`src/mps_pkg.sv`:
```
package mps_pkg;

	localparam int MAX_PSTATES = 8;
	localparam int SUM_WIDTH   = 48;

	localparam int MPKI_W  = 10;
	localparam int NUM_W   = 4;
	localparam int PIDX_W  = 3;
	localparam int CNT32_W = 32;

	localparam int IDX_W    = $clog2(MAX_PSTATES);
	localparam int MX_IDX_W = $clog2(MPKI_W);

	// misses per thousand instructions, doubled for the half-up rounding
	localparam int SCALE  = 1000;
	localparam int M_MAX  = 2 * SCALE * MAX_PSTATES;
	localparam int CW     = $clog2(M_MAX + 1);
	localparam int CNT_W  = $clog2(CW);
	localparam int PW     = SUM_WIDTH + CW;

	localparam int CFG_IDX_W  = 2;
	localparam int CFG_DATA_W = 10;

	localparam logic [CFG_IDX_W-1:0] REG_MAX_MPKI    = 2'd0;
	localparam logic [CFG_IDX_W-1:0] REG_NUM_PSTATES = 2'd1;

	localparam logic [MPKI_W-1:0] MAX_MPKI_RST    = 10'd100;
	localparam logic [NUM_W-1:0]  NUM_PSTATES_RST = 4'd2;

	typedef struct packed {
		logic               action;
		logic [CNT32_W-1:0] llc_misses;
		logic [CNT32_W-1:0] instructions;
	} item_t;

	typedef struct packed {
		logic [PIDX_W-1:0] pstate_index;
		logic              changed;
	} result_t;

	typedef struct packed {
		logic add;
		logic clr;
	} acc_ctrl_t;

	typedef struct packed {
		logic              start;
		logic [IDX_W-1:0]  n;
		logic [MPKI_W-1:0] mx;
	} unit_req_t;

	typedef struct packed {
		logic             done;
		logic [IDX_W-1:0] idx;
	} unit_stat_t;

endpackage

```
`src/mps_accum.sv`:
```
module mps_accum (
	input  logic                          clk,
	input  logic                          arst_n,
	input  mps_pkg::acc_ctrl_t            ctrl,
	input  logic [mps_pkg::CNT32_W-1:0]   llc_misses,
	input  logic [mps_pkg::CNT32_W-1:0]   instructions,
	output logic [mps_pkg::SUM_WIDTH-1:0] miss_sum,
	output logic [mps_pkg::SUM_WIDTH-1:0] instr_sum
);
	import mps_pkg::*;

	logic [SUM_WIDTH-1:0] miss_q, instr_q;
	logic [SUM_WIDTH:0]   miss_add, instr_add;

	assign miss_add  = {1'b0, miss_q} + (SUM_WIDTH + 1)'(llc_misses);
	assign instr_add = {1'b0, instr_q} + (SUM_WIDTH + 1)'(instructions);

	always_ff @(posedge clk or negedge arst_n) begin
		if (!arst_n) begin
			miss_q  <= '0;
			instr_q <= '0;
		end else if (ctrl.clr) begin
			miss_q  <= '0;
			instr_q <= '0;
		end else if (ctrl.add) begin
			// saturate at all ones
			miss_q  <= miss_add[SUM_WIDTH] ? '1 : miss_add[SUM_WIDTH-1:0];
			instr_q <= instr_add[SUM_WIDTH] ? '1 : instr_add[SUM_WIDTH-1:0];
		end
	end

	assign miss_sum  = miss_q;
	assign instr_sum = instr_q;

endmodule

```
`src/mps_index_unit.sv`:
```
module mps_index_unit (
	input  logic                          clk,
	input  logic                          arst_n,
	input  mps_pkg::unit_req_t            req,
	input  logic [mps_pkg::SUM_WIDTH-1:0] miss_sum,
	input  logic [mps_pkg::SUM_WIDTH-1:0] instr_sum,
	output mps_pkg::unit_stat_t           stat
);
	import mps_pkg::*;

	typedef enum logic [1:0] {U_IDLE, U_MUL_L, U_MUL_P, U_CMP} ustate_t;

	ustate_t           state_q;
	logic [CNT_W-1:0]  cnt_q;
	logic [CW-1:0]     mult_q;
	logic [MPKI_W-1:0] mx_q;
	logic [IDX_W-1:0]  n_q, idx_q;
	logic [PW-1:0]     acc_q, l_q, d_q;
	logic              done_q;

	logic          mul_mode, mul_bit, ge, more;
	logic [PW-1:0] operand, add_a, add_b, sum;

	always_comb begin
		mul_mode = (state_q == U_MUL_L) || (state_q == U_MUL_P);
		mul_bit  = (state_q == U_MUL_L) ? mult_q[cnt_q] : mx_q[cnt_q[MX_IDX_W-1:0]];
		operand  = (state_q == U_MUL_L) ? PW'(miss_sum) : PW'(instr_sum);
		// shared adder: shift-add multiply, then threshold stepping
		add_a    = mul_mode ? {acc_q[PW-2:0], 1'b0} : acc_q;
		add_b    = mul_mode ? (mul_bit ? operand : '0) : d_q;
		sum      = add_a + add_b;
		ge       = l_q >= acc_q;
		more     = idx_q < n_q;
	end

	always_ff @(posedge clk or negedge arst_n) begin
		if (!arst_n) begin
			state_q <= U_IDLE;
			cnt_q   <= '0;
			mult_q  <= '0;
			mx_q    <= '0;
			n_q     <= '0;
			idx_q   <= '0;
			acc_q   <= '0;
			l_q     <= '0;
			d_q     <= '0;
			done_q  <= 1'b0;
		end else begin
			done_q <= 1'b0;
			case (state_q)
				U_IDLE: begin
					if (req.start) begin
						n_q    <= req.n;
						mx_q   <= req.mx;
						mult_q <= CW'(2 * SCALE) * CW'(req.n);
						acc_q  <= '0;
						idx_q  <= '0;
						cnt_q  <= CNT_W'(CW - 1);
						if (instr_sum == '0) begin
							done_q <= 1'b1;
						end else begin
							state_q <= U_MUL_L;
						end
					end
				end
				U_MUL_L: begin
					if (cnt_q == '0) begin
						l_q     <= sum;
						acc_q   <= '0;
						cnt_q   <= CNT_W'(MPKI_W - 1);
						state_q <= U_MUL_P;
					end else begin
						acc_q <= sum;
						cnt_q <= cnt_q - 1'b1;
					end
				end
				U_MUL_P: begin
					acc_q <= sum;
					if (cnt_q == '0) begin
						d_q     <= {sum[PW-2:0], 1'b0};
						state_q <= U_CMP;
					end else begin
						cnt_q <= cnt_q - 1'b1;
					end
				end
				U_CMP: begin
					if (ge && more) begin
						idx_q <= idx_q + 1'b1;
						acc_q <= sum;
					end else begin
						done_q  <= 1'b1;
						state_q <= U_IDLE;
					end
				end
				default: state_q <= U_IDLE;
			endcase
		end
	end

	assign stat.done = done_q;
	assign stat.idx  = idx_q;

endmodule

```
`src/mpki_pstate_selector.sv`:
```
// MPKI-based P-state selector.
// item channel (item_valid/item_ready/item): action 0 adds the sample's miss
// and instruction counts into two saturating interval sums and gives no
// result. Action 1 ends the interval: it yields one result on the
// result channel (pstate_index, changed) and clears both sums.
// An end-of-interval request runs two shift-add multiplies on one shared
// adder, then one threshold step a cycle, before result_valid is raised.
// With no instructions counted the multiplies are skipped and the result
// is index 0.
// item_ready is low while a decision is in progress.
// cfg channel (cfg_valid/cfg_ready/cfg_index/cfg_data) is always ready;
// index 0 is max_mpki, index 1 is num_pstates; other indexes are ignored.
// Write it only when the block is idle.
// Reset clears the sums and held index and loads max_mpki 100, num_pstates 2.
// The result sits in an output register; if result_ready is low, samples are
// still taken, and a finished decision waits until the register is free.
module mpki_pstate_selector (
	input  logic                           clk,
	input  logic                           arst_n,
	input  logic                           item_valid,
	output logic                           item_ready,
	input  mps_pkg::item_t                 item,
	output logic                           result_valid,
	input  logic                           result_ready,
	output mps_pkg::result_t               result,
	input  logic                           cfg_valid,
	output logic                           cfg_ready,
	input  logic [mps_pkg::CFG_IDX_W-1:0]  cfg_index,
	input  logic [mps_pkg::CFG_DATA_W-1:0] cfg_data
);
	import mps_pkg::*;

	typedef enum logic [1:0] {T_IDLE, T_BUSY, T_LOAD} tstate_t;

	tstate_t           state_q;
	logic [MPKI_W-1:0] mpki_q;
	logic [NUM_W-1:0]  num_q;
	logic [PIDX_W-1:0] held_q;
	logic              result_valid_q;
	result_t           result_q;

	acc_ctrl_t            acc_ctrl;
	unit_req_t            ureq;
	unit_stat_t           ustat;
	logic [SUM_WIDTH-1:0] miss_sum, instr_sum;
	logic                 accept, load;
	logic [IDX_W-1:0]     n_eff;
	logic [31:0]          idx_ext;
	logic [PIDX_W-1:0]    new_idx;

	assign item_ready = (state_q == T_IDLE);
	assign cfg_ready  = 1'b1;
	assign accept     = item_valid && item_ready;
	assign load       = (state_q == T_LOAD) && (!result_valid_q || result_ready);

	always_comb begin
		if (num_q < NUM_W'(2)) begin
			n_eff = IDX_W'(1);
		end else if ({1'b0, num_q} > (NUM_W + 1)'(MAX_PSTATES)) begin
			n_eff = IDX_W'(MAX_PSTATES - 1);
		end else begin
			n_eff = IDX_W'(num_q - 1'b1);
		end
		ureq.start   = accept && item.action;
		ureq.n       = n_eff;
		ureq.mx      = (mpki_q == '0) ? MPKI_W'(1) : mpki_q;
		acc_ctrl.add = accept && !item.action;
		acc_ctrl.clr = load;
		idx_ext      = 32'(ustat.idx);
		new_idx      = idx_ext[PIDX_W-1:0];
	end

	mps_accum u_accum (
		.clk          (clk),
		.arst_n       (arst_n),
		.ctrl         (acc_ctrl),
		.llc_misses   (item.llc_misses),
		.instructions (item.instructions),
		.miss_sum     (miss_sum),
		.instr_sum    (instr_sum)
	);

	mps_index_unit u_unit (
		.clk       (clk),
		.arst_n    (arst_n),
		.req       (ureq),
		.miss_sum  (miss_sum),
		.instr_sum (instr_sum),
		.stat      (ustat)
	);

	always_ff @(posedge clk or negedge arst_n) begin
		if (!arst_n) begin
			mpki_q <= MAX_MPKI_RST;
			num_q  <= NUM_PSTATES_RST;
		end else if (cfg_valid && cfg_ready) begin
			case (cfg_index)
				REG_MAX_MPKI:    mpki_q <= cfg_data[MPKI_W-1:0];
				REG_NUM_PSTATES: num_q  <= cfg_data[NUM_W-1:0];
				default: ;
			endcase
		end
	end

	always_ff @(posedge clk or negedge arst_n) begin
		if (!arst_n) begin
			state_q        <= T_IDLE;
			held_q         <= '0;
			result_valid_q <= 1'b0;
			result_q       <= '0;
		end else begin
			if (result_valid_q && result_ready && !load) begin
				result_valid_q <= 1'b0;
			end
			case (state_q)
				T_IDLE: begin
					if (accept && item.action) begin
						state_q <= T_BUSY;
					end
				end
				T_BUSY: begin
					if (ustat.done) begin
						state_q <= T_LOAD;
					end
				end
				T_LOAD: begin
					if (load) begin
						result_q.pstate_index <= new_idx;
						result_q.changed      <= (new_idx != held_q);
						held_q                <= new_idx;
						result_valid_q        <= 1'b1;
						state_q               <= T_IDLE;
					end
				end
				default: state_q <= T_IDLE;
			endcase
		end
	end

	assign result_valid = result_valid_q;
	assign result       = result_q;

endmodule

```
`config.mk`:
```
export PLATFORM = sky130hd
export DESIGN_NAME = mpki_pstate_selector
export DESIGN_NICKNAME = d
export VERILOG_FILES = /design/src/mps_pkg.sv /design/src/mps_accum.sv /design/src/mps_index_unit.sv /design/src/mpki_pstate_selector.sv
export SDC_FILE = /design/constraint.sdc
export NUM_CORES = 1
export LEC_CHECK = 0
export ABC_CLOCK_PERIOD_IN_PS = 5800
export BUFFER_PORTS_ARGS = -buffer_cell sky130_fd_sc_hd__clkbuf_2
export CAP_MARGIN = 10
export CORE_MARGIN = 2
export CORE_UTILIZATION = 50
export CTS_CLUSTER_SIZE = 40
export DETAILED_ROUTE_END_ITERATION = 8
export PLACE_DENSITY = 0.67
export SLEW_MARGIN = 0
export SYNTH_ARGS = -nofsm -noshare
export SYNTH_HDL_FRONTEND = slang
export SYNTH_SLANG_ARGS = --single-unit
```
`constraint.sdc`:
```
create_clock -name clk -period 5.8 [get_ports clk]
set_input_delay 1.16 -clock clk [delete_from_list [all_inputs] [get_ports clk]]
set_output_delay 1.16 -clock clk [all_outputs]
set_load 0.02 [all_outputs]
```
=== Word-level counts from Yosys, hierarchy flattened ===
Index checks and enable logic that the tools add are counted.

* Register bits after elaboration: 335
* Bits of input ports: 82

* $add $sub $neg: 6
* $mul: 1
* Order comparisons: 5
* Equal/unequal tests: 17
* Muxes and demuxes: 46
* Reduce and logical (&&, ||, !) cells: 32

{| class="wikitable"
|+ Operators by type and width
! operator !! number
|-
| $mux 62 || 6
|-
| $mux 48 || 7
|-
| $pmux 62 s4 || 1
|-
| $add 48x32->49 || 2
|-
| $add 62x62->62 || 1
|-
| $ge 62x62->1 || 1
|-
| $logic_not 48->1 || 1
|-
| $mux 2 || 8
|-
| $reduce_and 2->1 || 7
|-
| $mux 3 || 4
|-
| $mux 4 || 3
|-
| $ne 2x2->1 const B || 6
|-
| $pmux 4 s3 || 1
|-
| $logic_not 10->1 || 1
|-
| $mul 7x3->10 const A || 1
|-
| $mux 10 || 1
|-
| $mux 1 || 9
|-
| $reduce_and 3->1 || 3
|-
| $bmux 1 s4 || 2
|-
| $ne 2x1->1 const B || 4
|-
| $pmux 2 s4 || 1
|-
| $logic_and 1x1->1 || 7
|-
| $eq 2x1->1 const B || 3
|-
| $eq 2x2->1 const B || 3
|-
| other kinds (18) || 24
|}

=== Longest topological paths before layout ===
Gate-level depths: netlist of the first run.

* Depth after elaboration: 8
* Depth in mapped cells: 22
* Gate-level depth less buffers: 20

=== Cells and area by module ===
From an unflattened synthesis of the first run, not the netlist that was laid out.

* Cells, all modules: 2844
* Area total of the unflattened synthesis: 24419.7 um^2

{| class="wikitable"
|+ Modules (own cells, without submodules)
! module !! instances !! cells an instance !! area each (um^2) !! seq. area each (um^2)
|-
| mps_index_unit || 1 || 1818 || 15426.0 || 5405.2
|-
| mps_accum || 1 || 938 || 7953.9 || 2402.3
|-
| mpki_pstate_selector || 1 || 88 || 1039.7 || 530.5
|}

=== Worst setup path after synthesis of the first run ===
OpenSTA, ideal clock, no wires.

* Kind: flip-flop to flip-flop
* From: register u_unit.cnt_q[0]
* To: register u_unit.l_q[59]
* Arrival: 4.410 ns
* Required time: 5.675 ns
* Setup slack: 1.266 ns
* Stages on the path, launching flop included: 22
* Path buffers: 3
* Clock period less this slack: 4.534 ns
* Cell sequence: dfrtp_1 buf_2 mux4_2 nand2_1 o31ai_1 nand2_1 o211ai_1 o211ai_1 clkbuf_1 buf_1 o2bb2ai_1 ha_1 a21oi_1 o21bai_1 a2111oi_2 o32a_4 a211o_1 a21oi_2 nor2_1 o21ai_1 xor2_1 mux2_2

* Longest elaborated chain between the ends: 6
* Elaborated cells between the ends (all ways): 10
* Classes of those cells: add/sub (1); mux (7); reduce/logical (2)

{| class="wikitable"
|+ Ends and longest elaborated chain
! element !! RTL line !! source
|-
| start: declaration || mps_index_unit.sv:14 || <nowiki>logic [CNT_W-1:0] cnt_q;</nowiki>
|-
| start signal: assignment || mps_index_unit.sv:58 || <nowiki>cnt_q <= CNT_W'(CW - 1);</nowiki>
|-
| start signal: assignment || mps_index_unit.sv:70 || <nowiki>cnt_q <= CNT_W'(MPKI_W - 1);</nowiki>
|-
| start signal: assignment || mps_index_unit.sv:74 || <nowiki>cnt_q <= cnt_q - 1'b1;</nowiki>
|-
| $bmux 1 s4 || mps_index_unit.sv:26 || <nowiki>mul_bit = (state_q == U_MUL_L) ? mult_q[cnt_q] : mx_q[cnt_q[MX_IDX_W-1:0]];</nowiki>
|-
| $mux 1 (implied by the code) || mps_index_unit.sv:26 ||
|-
| $mux 1 || mps_index_unit.sv:26 ||
|-
| $mux 62 (2 in a row) || mps_index_unit.sv:30 || <nowiki>add_b = mul_mode ? (mul_bit ? operand : '0) : d_q;</nowiki>
|-
| $add 62x62->62 || mps_index_unit.sv:31 || <nowiki>sum = add_a + add_b;</nowiki>
|-
| end signal: assignment || mps_index_unit.sv:68 || <nowiki>l_q <= sum;</nowiki>
|-
| end: declaration || mps_index_unit.sv:18 || <nowiki>logic [PW-1:0] acc_q, l_q, d_q;</nowiki>
|}

Several ways; a longest one is shown, not always the timed one. The select of a mux whose other input is x is not followed.
A chain may end at the register's enable or synchronous reset.

=== Final worst setup path of the first run ===
* From: register u_unit.cnt_q[0]
* To: register u_unit.acc_q[56]

* Longest elaborated chain between the ends: 8
* Elaborated cells between the ends (all ways): 12
* Classes of those cells: add/sub (1); mux (10); reduce/logical (1)

{| class="wikitable"
|+ Ends and longest elaborated chain
! element !! RTL line !! source
|-
| $bmux 1 s4 || mps_index_unit.sv:26 ||
|-
| $mux 1 (implied by the code) || mps_index_unit.sv:26 ||
|-
| $mux 1 || mps_index_unit.sv:26 ||
|-
| $mux 62 (2 in a row) || mps_index_unit.sv:30 ||
|-
| $add 62x62->62 || mps_index_unit.sv:31 ||
|-
| $mux 62 (on tied branches) || mps_index_unit.sv:87, mps_index_unit.sv:67 ||
|-
| $pmux 62 s4 * || mps_index_unit.sv:50 || <nowiki>case (state_q)</nowiki>
|-
| end signal: assignment || mps_index_unit.sv:73 || <nowiki>acc_q <= sum;</nowiki>
|-
| end signal: assignment || mps_index_unit.sv:78 || <nowiki>acc_q <= sum;</nowiki>
|-
| end signal: assignment || mps_index_unit.sv:89 || <nowiki>acc_q <= sum;</nowiki>
|-
| end: declaration || mps_index_unit.sv:18 ||
|}

Mark *: on every way between the ends. The rest lies on a longest branch, timed or not. The select of a mux whose other input is x is not followed.

==> results of run 1 <==
## state kept, by name (all words and copies together) (netlist names)
| register | count |
|---|---|
| u_unit.idx_q | 3 |
| u_unit.n_q | 3 |
| num_q | 4 |
| result_valid | 1 |
| u_accum.miss_sum | 48 |
| u_unit.cnt_q | 4 |
| result | 4 |
| mpki_q | 10 |
| u_accum.instr_sum | 48 |
| u_unit.d_q | 61 |
| u_unit.acc_q | 62 |
| u_unit.done_q | 1 |
| u_unit.mx_q | 10 |
| u_unit.l_q | 62 |
| state_q | 2 |
| u_unit.mult_q | 8 |
| u_unit.state_q | 2 |
## worst reg2reg max path: cells and delay by family (launching register included)
kind | cells | cell delay, ps
adder cells (fa/ha/maj) | 1 | 360
AND/OR/NAND/NOR | 3 | 300
AO/OA/AOI/OAI | 12 | 2590
flip-flops | 1 | 580
XOR/XNOR | 1 | 240
buffers and inverters | 1 | 510
multiplexers | 1 | 550
## cells in the final DEF (no fill, tap or decap), types with 17 or more instances in the layout
cell type and n:
sky130_fd_sc_hd__a21o_1 93, sky130_fd_sc_hd__a21oi_1 235, sky130_fd_sc_hd__xor2_1 46, sky130_fd_sc_hd__o21ai_0 352, sky130_fd_sc_hd__nand2b_1 18, sky130_fd_sc_hd__clkbuf_2 86
sky130_fd_sc_hd__xnor2_1 67, sky130_fd_sc_hd__dfrtp_1 329, sky130_fd_sc_hd__a211oi_1 23, sky130_fd_sc_hd__and2_1 18, sky130_fd_sc_hd__clkbuf_16 40, sky130_fd_sc_hd__o2bb2ai_1 47
sky130_fd_sc_hd__nor3_1 37, sky130_fd_sc_hd__o21a_1 17, sky130_fd_sc_hd__nor2b_1 26, sky130_fd_sc_hd__nor4_1 18, sky130_fd_sc_hd__nand3_1 62, sky130_fd_sc_hd__mux2i_1 56
sky130_fd_sc_hd__mux2_2 33, sky130_fd_sc_hd__ha_1 201, sky130_fd_sc_hd__nand4_1 28, sky130_fd_sc_hd__nor2_1 129, sky130_fd_sc_hd__nand2_1 398, sky130_fd_sc_hd__buf_4 20
sky130_fd_sc_hd__o21bai_1 18, sky130_fd_sc_hd__a31oi_1 50, sky130_fd_sc_hd__inv_1 119, sky130_fd_sc_hd__and3_1 25
## final timing paths
kind,start,cells past startpoint,endpoint,slack [ps]
max,u_unit.cnt_q[0],19,u_unit.acc_q[56],530
min,u_unit.d_q[52],2,u_unit.d_q[52],470
max reg2reg,u_unit.cnt_q[0],19,u_unit.acc_q[56],530
min reg2reg,u_unit.d_q[52],2,u_unit.d_q[52],470
max in group asynchronous,arst_n,2,mpki_q[7],3970
min in group asynchronous,arst_n,1,u_unit.l_q[9],640
## per-stage QoR
stage,cells,hold slack [ps],instance area [um^2],worst slack [ps],utilization
floorplan,2798,436,23800,1270,-
global placement,3373,454,24700,834,0.529
detailed placement,3373,462,24700,679,0.529
CTS,3444,475,26000,651,0.557
global route,3444,498,26000,187,0.557
finish,3444,474,26000,529,0.557
## synthesized netlist by cell type (17+ instances only)
cell type,number,share of area
sky130_fd_sc_hd__a21o_1,93,0.029
sky130_fd_sc_hd__o21bai_1,18,0.0057
sky130_fd_sc_hd__and2_1,18,0.0047
sky130_fd_sc_hd__inv_1,119,0.019
sky130_fd_sc_hd__mux2_2,33,0.016
sky130_fd_sc_hd__a21oi_1,235,0.049
sky130_fd_sc_hd__nor2_1,130,0.021
sky130_fd_sc_hd__dfrtp_1,329,0.35
sky130_fd_sc_hd__a211oi_1,23,0.0073
sky130_fd_sc_hd__xor2_1,46,0.017
sky130_fd_sc_hd__a31oi_1,50,0.013
sky130_fd_sc_hd__o21ai_0,352,0.074
sky130_fd_sc_hd__ha_1,203,0.11
sky130_fd_sc_hd__mux2i_1,56,0.024
sky130_fd_sc_hd__nor2b_1,27,0.0071
sky130_fd_sc_hd__nand3_1,62,0.013
sky130_fd_sc_hd__nor4_1,18,0.0047
sky130_fd_sc_hd__nand2b_1,19,0.0050
sky130_fd_sc_hd__o21a_1,17,0.0054
sky130_fd_sc_hd__nand2_1,400,0.063
sky130_fd_sc_hd__o2bb2ai_1,47,0.017
sky130_fd_sc_hd__nand4_1,28,0.0074
sky130_fd_sc_hd__and3_1,25,0.0066
sky130_fd_sc_hd__nor3_1,37,0.0078
sky130_fd_sc_hd__clkbuf_1,117,0.018
sky130_fd_sc_hd__xnor2_1,67,0.025
## power breakdown
group | switching [mW] | internal (mW)
Combinational | 5.14 | 2.99
Sequential | 0.671 | 3.08
Clock | 1.04 | 1.48
## kinds of logic after synthesis
| kind of cell | Yosys count |
|---|---|
| simple gates | 814 |
| fa+ha+maj | 210 |
| buf+inv | 261 |
| flops | 333 |
| other cells | 1 |
| xor+xnor | 113 |
| mux | 93 |
| compound gates | 972 |
## per-layer routing
metal,wire length [um],vias up,part of all wire,track usage
li1,-,10113,-,-
met5,0,-,0,0
met4,1690,0,0.025,0.0780
met3,3570,104,0.053,0.0364
met1,30400,10037,0.45,0.370
met2,31300,566,0.47,0.443
## layout make-up
type / instances / area [um^2]
Multi-Input combinational cell: 2204 / 14500
Inverter: 119 / 447
Timing Repair Buffer: 110 / 656
Tap cell: 607 / 759
Fill cell: 4268 / 20700
Sequential cell: 333 / 8340
Clock buffer: 63 / 1210
Clock inverter: 8 / 97.6
==> results.md, run 1 <==
| Quantity | Reported | Unit |
|---|---|---|
| Max-slew headroom at the worst pin | 0.180 | - |
| Worst-case clock buffer depth | 3 | - |
| Flip-flop and latch count after synthesis | 333 | - |
| Post-Synth XOR/XNOR Area | 0.0416 | - |
| Sequential fraction of the synthesis area | 0.350 | - |
| Weighted congestion reported at the end of routability-driven placement | 0.927 | - |
| Endpoint class of the critical path | flip-flop | - |
| Dominant register cell in the synthesized netlist | sky130_fd_sc_hd__dfrtp_1 | - |
| Total routing resource utilization after global routing | 0.269 | - |
| Largest net degree at the start of global routing | 127 | - |
| Dpl hpwl | 49700 | um |
| CP arrival | 5720 | ps |
| Post-cts hold buffer count | 0 | - |
| Startpoint-to-endpoint class of the critical path | reg -> reg | - |
| Count of final hold-check violations | 0 | - |
| # nets final | 3100 | - |
| Detail-routed via count per cell | 6.05 | - |
| Total vias in the final route | 20820 | - |
| Number of buffer cells added on primary ports | 87 | - |
| Simple-gate share of the synthesized area | 0.157 | - |
| Clock latency on the worst-skew pair | 590 | ps |
| Area growth from synthesis to layout | 9.38 | % |
| EDFF count, synth | 0 | - |
| Clock period minus final worst setup slack | 5270 | ps |
| Cell type of the slowest stage on the worst timing path | sky130_fd_sc_hd__dfrtp_1 | - |
| Core area | 0.0468 | mm^2 |
| Mean post-synth cell area | 8.51 | um^2 |
| Setup repair after global routing missed its margin | no | - |
| Power Density | 553 | mW/mm^2 |
| Min-delay worst type | reg -> reg | - |
| Power Total | 14.4 | mW |
| Row count | 79 | - |
| Antenna violations before repair | 0 | - |
| Max Slew Vio Count | 0 | - |
| Overall die area | 0.0493 | mm^2 |
| Die Width | 222 | um |
| Slew at the pin with the worst max-slew slack | 1220 | ps |
| CTS sink count | 333 | - |
| Result of the run | finished, final reports clean | - |
| Count of synthesis-stage warnings from yosys | 0 | - |
| Count of endpoints failing setup in the final report | 0 | - |
| Combinational family with the most area after synthesis | compound AO/OA/AOI/OAI gates | - |
| Final critical-path share of the clock period | 0.909 | - |
| Remaining routing DRC violations | 0 | - |
| First-pass GRT wire length | 108000 | um |
| Count of H-tree levels built during CTS | 2 | - |
| Highest ir drop seen on vdd | 0.336 | mV |
| Top Family by Delay on Critical Path | compound AO/OA/AOI/OAI gates | - |
| Clock-pin slew on the worst setup and hold paths | 60 | ps |
| Complex-gate fraction of the synthesized area | 0.253 | - |
| TritonCTS clock tree | done | - |
| Post-route clock skew | 25.9 | ps |
| Post-CTS setup buffer count | 0 | - |
| DRC marker count from the first detailed-route iteration | 1722 | - |
| Starting Density | 0.509 | - |
| Fraction of synthesis flops using an asynchronous set or reset pin | 1.00 | - |
| Largest stage delay on the critical path | 580 | ps |
| Proportion of layout cells with a drive suffix above 1 | 0.0945 | - |
| Count of buffering cells on the critical path with inverters included | 1 | - |
| Final total negative setup slack | 0 | ps |
| Leakage power total | 11.8 | nW |
| Post-synthesis adder-cell area fraction | 0.113 | - |
| Antenna diode count | 0 | - |
| Mapped Area | 0.0238 | mm^2 |
| Category of the worst setup path launch point | flip-flop | - |
| Number of different library cells in the post-synthesis netlist | 94 | - |
| Number of global-route vias before repair | 19885 | - |
| Number of buffers inserted during clock tree synthesis | 40 | - |
| DR WL/cell | 19.4 | um |
| Top-Level Pins | 89 | - |
| Cell at the root of the clock tree | sky130_fd_sc_hd__clkbuf_16 | - |
| Antenna-violating nets left | 0 | - |
| Die outline height | 222 | um |
| Portion of netlist area occupied by mux cells | 0.0430 | - |
| Iteration count of the initial detailed-routing pass | 6 | - |
| Required time at the worst-slack endpoint | 6250 | ps |
| Gate count after technology mapping | 2797 | - |
| # Max-Cap Violations | 0 | - |
| Final WL | 66900 | um |
| PostCTS Resize Cnt | 0 | - |
| Total global routing overflow | 0 | - |
| Highest clock rate | 0.190 | GHz |
| Critical path peak fanout | 48 | - |
| Crit path cell chain | mux4_2 > nand2_1 > o31ai_1 > nand2_1 > o211ai_1 > o211ai_1 > buf_4 > o2bb2ai_1 > ha_1 > nor2b_1 > o31a_1 > a41oi_1 > a21oi_1 > a21oi_2 > o31ai_1 > a22oi_1 > o21ai_1 > xnor2_1 > o21ai_0 | - |
Power figures use the tool's default switching activity.
==> run 2: changes to the inputs <==
- SYNTH_HIERARCHICAL: not set -> 1
==> run 2 against run 1 <==
Effect of this change:
- sequential share of layout area fell by 0.67 points
- flip-flop and latch count unchanged
- maximum frequency rose by 0.55%
- via count increased by 2.0%
- worst hold slack is essentially flat
- area after synthesis is 2.7% higher
- global-route usage fell by 0.40 points
- critical path type unchanged
==> results.md, run 2 <==
| Quantity | Reported | Unit | Change |
|---|---|---|---|
| Critical path peak fanout | 48 | - | unchanged |
| Most frequent cell after synthesis | sky130_fd_sc_hd__nand2_1 | - |  |
| Number of standard cells in the layout, taps in and fillers out | 3470 | - | +0.75% |
| Min-delay worst type | reg -> reg | - |  |
| Post-synth top area cell | sky130_fd_sc_hd__dfrtp_1 | - |  |
| DR WL/cell | 19.3 | um | -0.48% |
| Number of global-route vias before repair | 20419 | - | +2.7% |
| Area share of the largest cell type after synthesis | 0.337 | - | -0.00894 |
| Largest cells by area after synthesis | sky130_fd_sc_hd__dfrtp_1, sky130_fd_sc_hd__ha_1, sky130_fd_sc_hd__o21ai_0 | - |  |
| Largest registers | u_unit/acc_q (62), u_unit/l_q (62), u_unit/d_q (61) | - |  |
| Worst-case clock buffer depth | 3 | - | unchanged |
| Category of the worst setup path launch point | flip-flop | - |  |
| Remaining routing DRC violations | 0 | - | unchanged |
| Mean post-synth cell area | 8.59 | um^2 | +0.95% |
| Starting Density | 0.509 | - | about the same |
| Result of the run | finished, final reports clean | - |  |
| CTS sink count | 333 | - | unchanged |
| Antenna diode count | 0 | - | unchanged |
| Overall die area | 0.0506 | mm^2 | +2.6% |
| Die outline height | 225 | um | +1.3% |
| Required time at the worst-slack endpoint | 6260 | ps | about the same |
| Dominant register cell in the synthesized netlist | sky130_fd_sc_hd__dfrtp_1 | - |  |
| Core area | 0.0479 | mm^2 | +2.6% |
| Top library cells by usage in the layout, fill and taps aside | sky130_fd_sc_hd__nand2_1, sky130_fd_sc_hd__dfrtp_1, sky130_fd_sc_hd__o21ai_0 | - |  |
| Number of buffers inserted during clock tree synthesis | 39 | - | -2.5% |
| Highest ir drop seen on vdd | 0.485 | mV | +44% |
| Iteration count of the initial detailed-routing pass | 6 | - | unchanged |
| Number of placed instances, taps included | 3398 | - | +0.74% |
| Slew at the pin with the worst max-slew slack | 952 | ps | -273 ps |
| Detail-routed via count per cell | 6.12 | - | +1.2% |
| Total vias in the final route | 21230 | - | +2.0% |
| Sequential fraction of the synthesis area | 0.341 | - | -0.00905 |
| Count of final hold-check violations | 0 | - | unchanged |
| Total global routing overflow | 0 | - | unchanged |
| Flip-flop and latch count after synthesis | 333 | - | unchanged |
| Die Width | 225 | um | +1.3% |
| Power Density | 634 | mW/mm^2 | +15% |
| Leakage power total | 11.8 | nW | about the same |
| Final WL | 67100 | um | +0.27% |
| Clock period minus final worst setup slack | 5240 | ps | -29.0 ps |
| Max-slew headroom at the worst pin | 0.364 | - | +0.184 |
| # nets final | 3117 | - | +0.55% |
| Final design instance area without fill | 0.0266 | mm^2 | +2.1% |
| Top-Level Pins | 89 | - | unchanged |
| Number of buffer cells added on primary ports | 87 | - | unchanged |
| Row count | 80 | - | +1.3% |
| Antenna violations before repair | 3 | - | +3 |
| Most common library cells after synthesis | sky130_fd_sc_hd__nand2_1, sky130_fd_sc_hd__dfrtp_1, sky130_fd_sc_hd__o21ai_0 | - |  |
| Max Slew Vio Count | 0 | - | unchanged |
| Largest net degree at the start of global routing | 117 | - | -7.9% |
| Highest clock rate | 0.191 | GHz | +0.55% |
| Count of synthesis-stage warnings from yosys | 6 | - | +6 |
| Fraction of synthesis flops using an asynchronous set or reset pin | 1.00 | - | unchanged |
| Number of different library cells in the post-synthesis netlist | 94 | - | unchanged |
| Endpoint class of the critical path | flip-flop | - |  |
| Total routing resource utilization after global routing | 0.265 | - | -0.00401 |
| Dpl hpwl | 49600 | um | -0.26% |
| DRC marker count from the first detailed-route iteration | 1647 | - | -4.4% |
| Post-route clock skew | 35.0 | ps | +9.05 ps |
| Clock-pin slew on the worst setup and hold paths | 60 | ps | about the same |
| Weighted congestion reported at the end of routability-driven placement | 0.940 | - | +1.4% |
| Commonest non-fill, non-tap cell in the layout | sky130_fd_sc_hd__nand2_1 | - |  |
| CP arrival | 5700 | ps | -20 ps |
| TritonCTS clock tree | done | - |  |
| First-pass GRT wire length | 108000 | um | +0.44% |
| Placed cell areas | 0.0252 | mm^2 | +2.1% |
| EDFF count, synth | 0 | - | unchanged |
| Proportion of layout cells with a drive suffix above 1 | 0.0974 | - | +0.00291 |
| Fill count | 4360 | - | +2.2% |
| Syn nets | 3137 | - |  |
| Post-CTS setup buffer count | 0 | - | unchanged |
| Final critical-path share of the clock period | 0.904 | - | -0.00499 |
| Cell at the root of the clock tree | sky130_fd_sc_hd__clkbuf_16 | - |  |
| # Max-Cap Violations | 0 | - | unchanged |
| Count of endpoints failing setup in the final report | 0 | - | unchanged |
| Count of H-tree levels built during CTS | 2 | - | unchanged |
| Startpoint-to-endpoint class of the critical path | reg -> reg | - |  |
| Post-cts hold buffer count | 0 | - | unchanged |
| Power Total | 16.8 | mW | +17% |
| Final total negative setup slack | 0 | ps | unchanged |
| Clock latency on the worst-skew pair | 580 | ps | about the same |
| Area growth from synthesis to layout | 8.82 | % |  |
| Gate count after technology mapping | 2844 | - | +1.7% |
| Antenna-violating nets left | 0 | - | unchanged |
| Setup repair after global routing missed its margin | no | - |  |
| PostCTS Resize Cnt | 0 | - | unchanged |
| Mapped Area | 0.0244 | mm^2 | +2.7% |
run 2: logic make-up after synthesis:
kind of cell,count (synthesis),share of synthesized area
compound gates,932,0.251
simple gates,851,0.159
flops,333,0.341
buf+inv,293,0.0481
fa+ha+maj,211,0.110
xor+xnor,114,0.0409
mux,108,0.0488
other cells,2,0.000308
run 2: stage by stage:
step           worst slack [ps]  utilization  hold WS, ps
6_report                    558        0.554          475
3_5_place_dp                619        0.526          466
3_3_place_gp                744        0.526          456
2_1_floorplan              1250            -          441
5_1_grt                     136        0.554          504
4_1_cts                     560        0.554          480
run 2: worst paths after layout:
kind,endpoint,cells after the start,slack (ps),startpoint
worst max-delay path,u_unit/l_q[60],17,560,u_unit/cnt_q[0]
worst min register to register,u_unit/d_q[53],2,470,u_unit/d_q[53]
max in group asynchronous,result_valid,2,4080,arst_n
worst min-delay path,u_unit/d_q[53],2,470,u_unit/d_q[53]
worst max register to register,u_unit/l_q[60],17,560,u_unit/cnt_q[0]
min in group asynchronous,u_unit/l_q[54],1,540,arst_n
run 2: cell type report:
class	count	area [um^2]	area share
inverters	125	469	0.0177
clock inverters	21	253	0.00951
repair buffers	107	671	0.0252
clock buffers	51	1090	0.0411
flip-flops and latches	333	8340	0.314
multi-input cells	2218	15000	0.564
well taps	615	769	0.0290
run 2: where the power goes:
group | switching [mW] | internal [mW] | total [mW]
combinational | 6.50 | 3.85 | 10.4
sequential | 0.742 | 3.19 | 3.93
clock | 1.03 | 1.52 | 2.55
total | 8.28 | 8.56 | 16.8
run 2: critical path: stages (launching register included):
cell and delay (ps):
sky130_fd_sc_hd__dfrtp_1 650, sky130_fd_sc_hd__mux4_2 550, sky130_fd_sc_hd__mux2_2 270, sky130_fd_sc_hd__nand2_1 60, sky130_fd_sc_hd__o211ai_1 80, sky130_fd_sc_hd__o211ai_1 220
sky130_fd_sc_hd__buf_12 290, sky130_fd_sc_hd__o2bb2ai_1 170, sky130_fd_sc_hd__fa_1 470, sky130_fd_sc_hd__a211oi_1 240, sky130_fd_sc_hd__o21ai_1 230, sky130_fd_sc_hd__o2111ai_1 280
sky130_fd_sc_hd__a21oi_1 180, sky130_fd_sc_hd__a21oi_2 370, sky130_fd_sc_hd__o21ai_4 160, sky130_fd_sc_hd__a211oi_1 420, sky130_fd_sc_hd__nor3b_1 160, sky130_fd_sc_hd__o31ai_1 270
run 2: per-layer routing:
| metal | wire, um | global-route usage | up-vias |
|---|---|---|---|
| li1 | - | - | 10255 |
| met1 | 31100 | 0.376 | 10239 |
| met2 | 29800 | 0.414 | 633 |
| met3 | 4570 | 0.0520 | 99 |
| met4 | 1610 | 0.0707 | 4 |
| met5 | 28 | 0 | - |
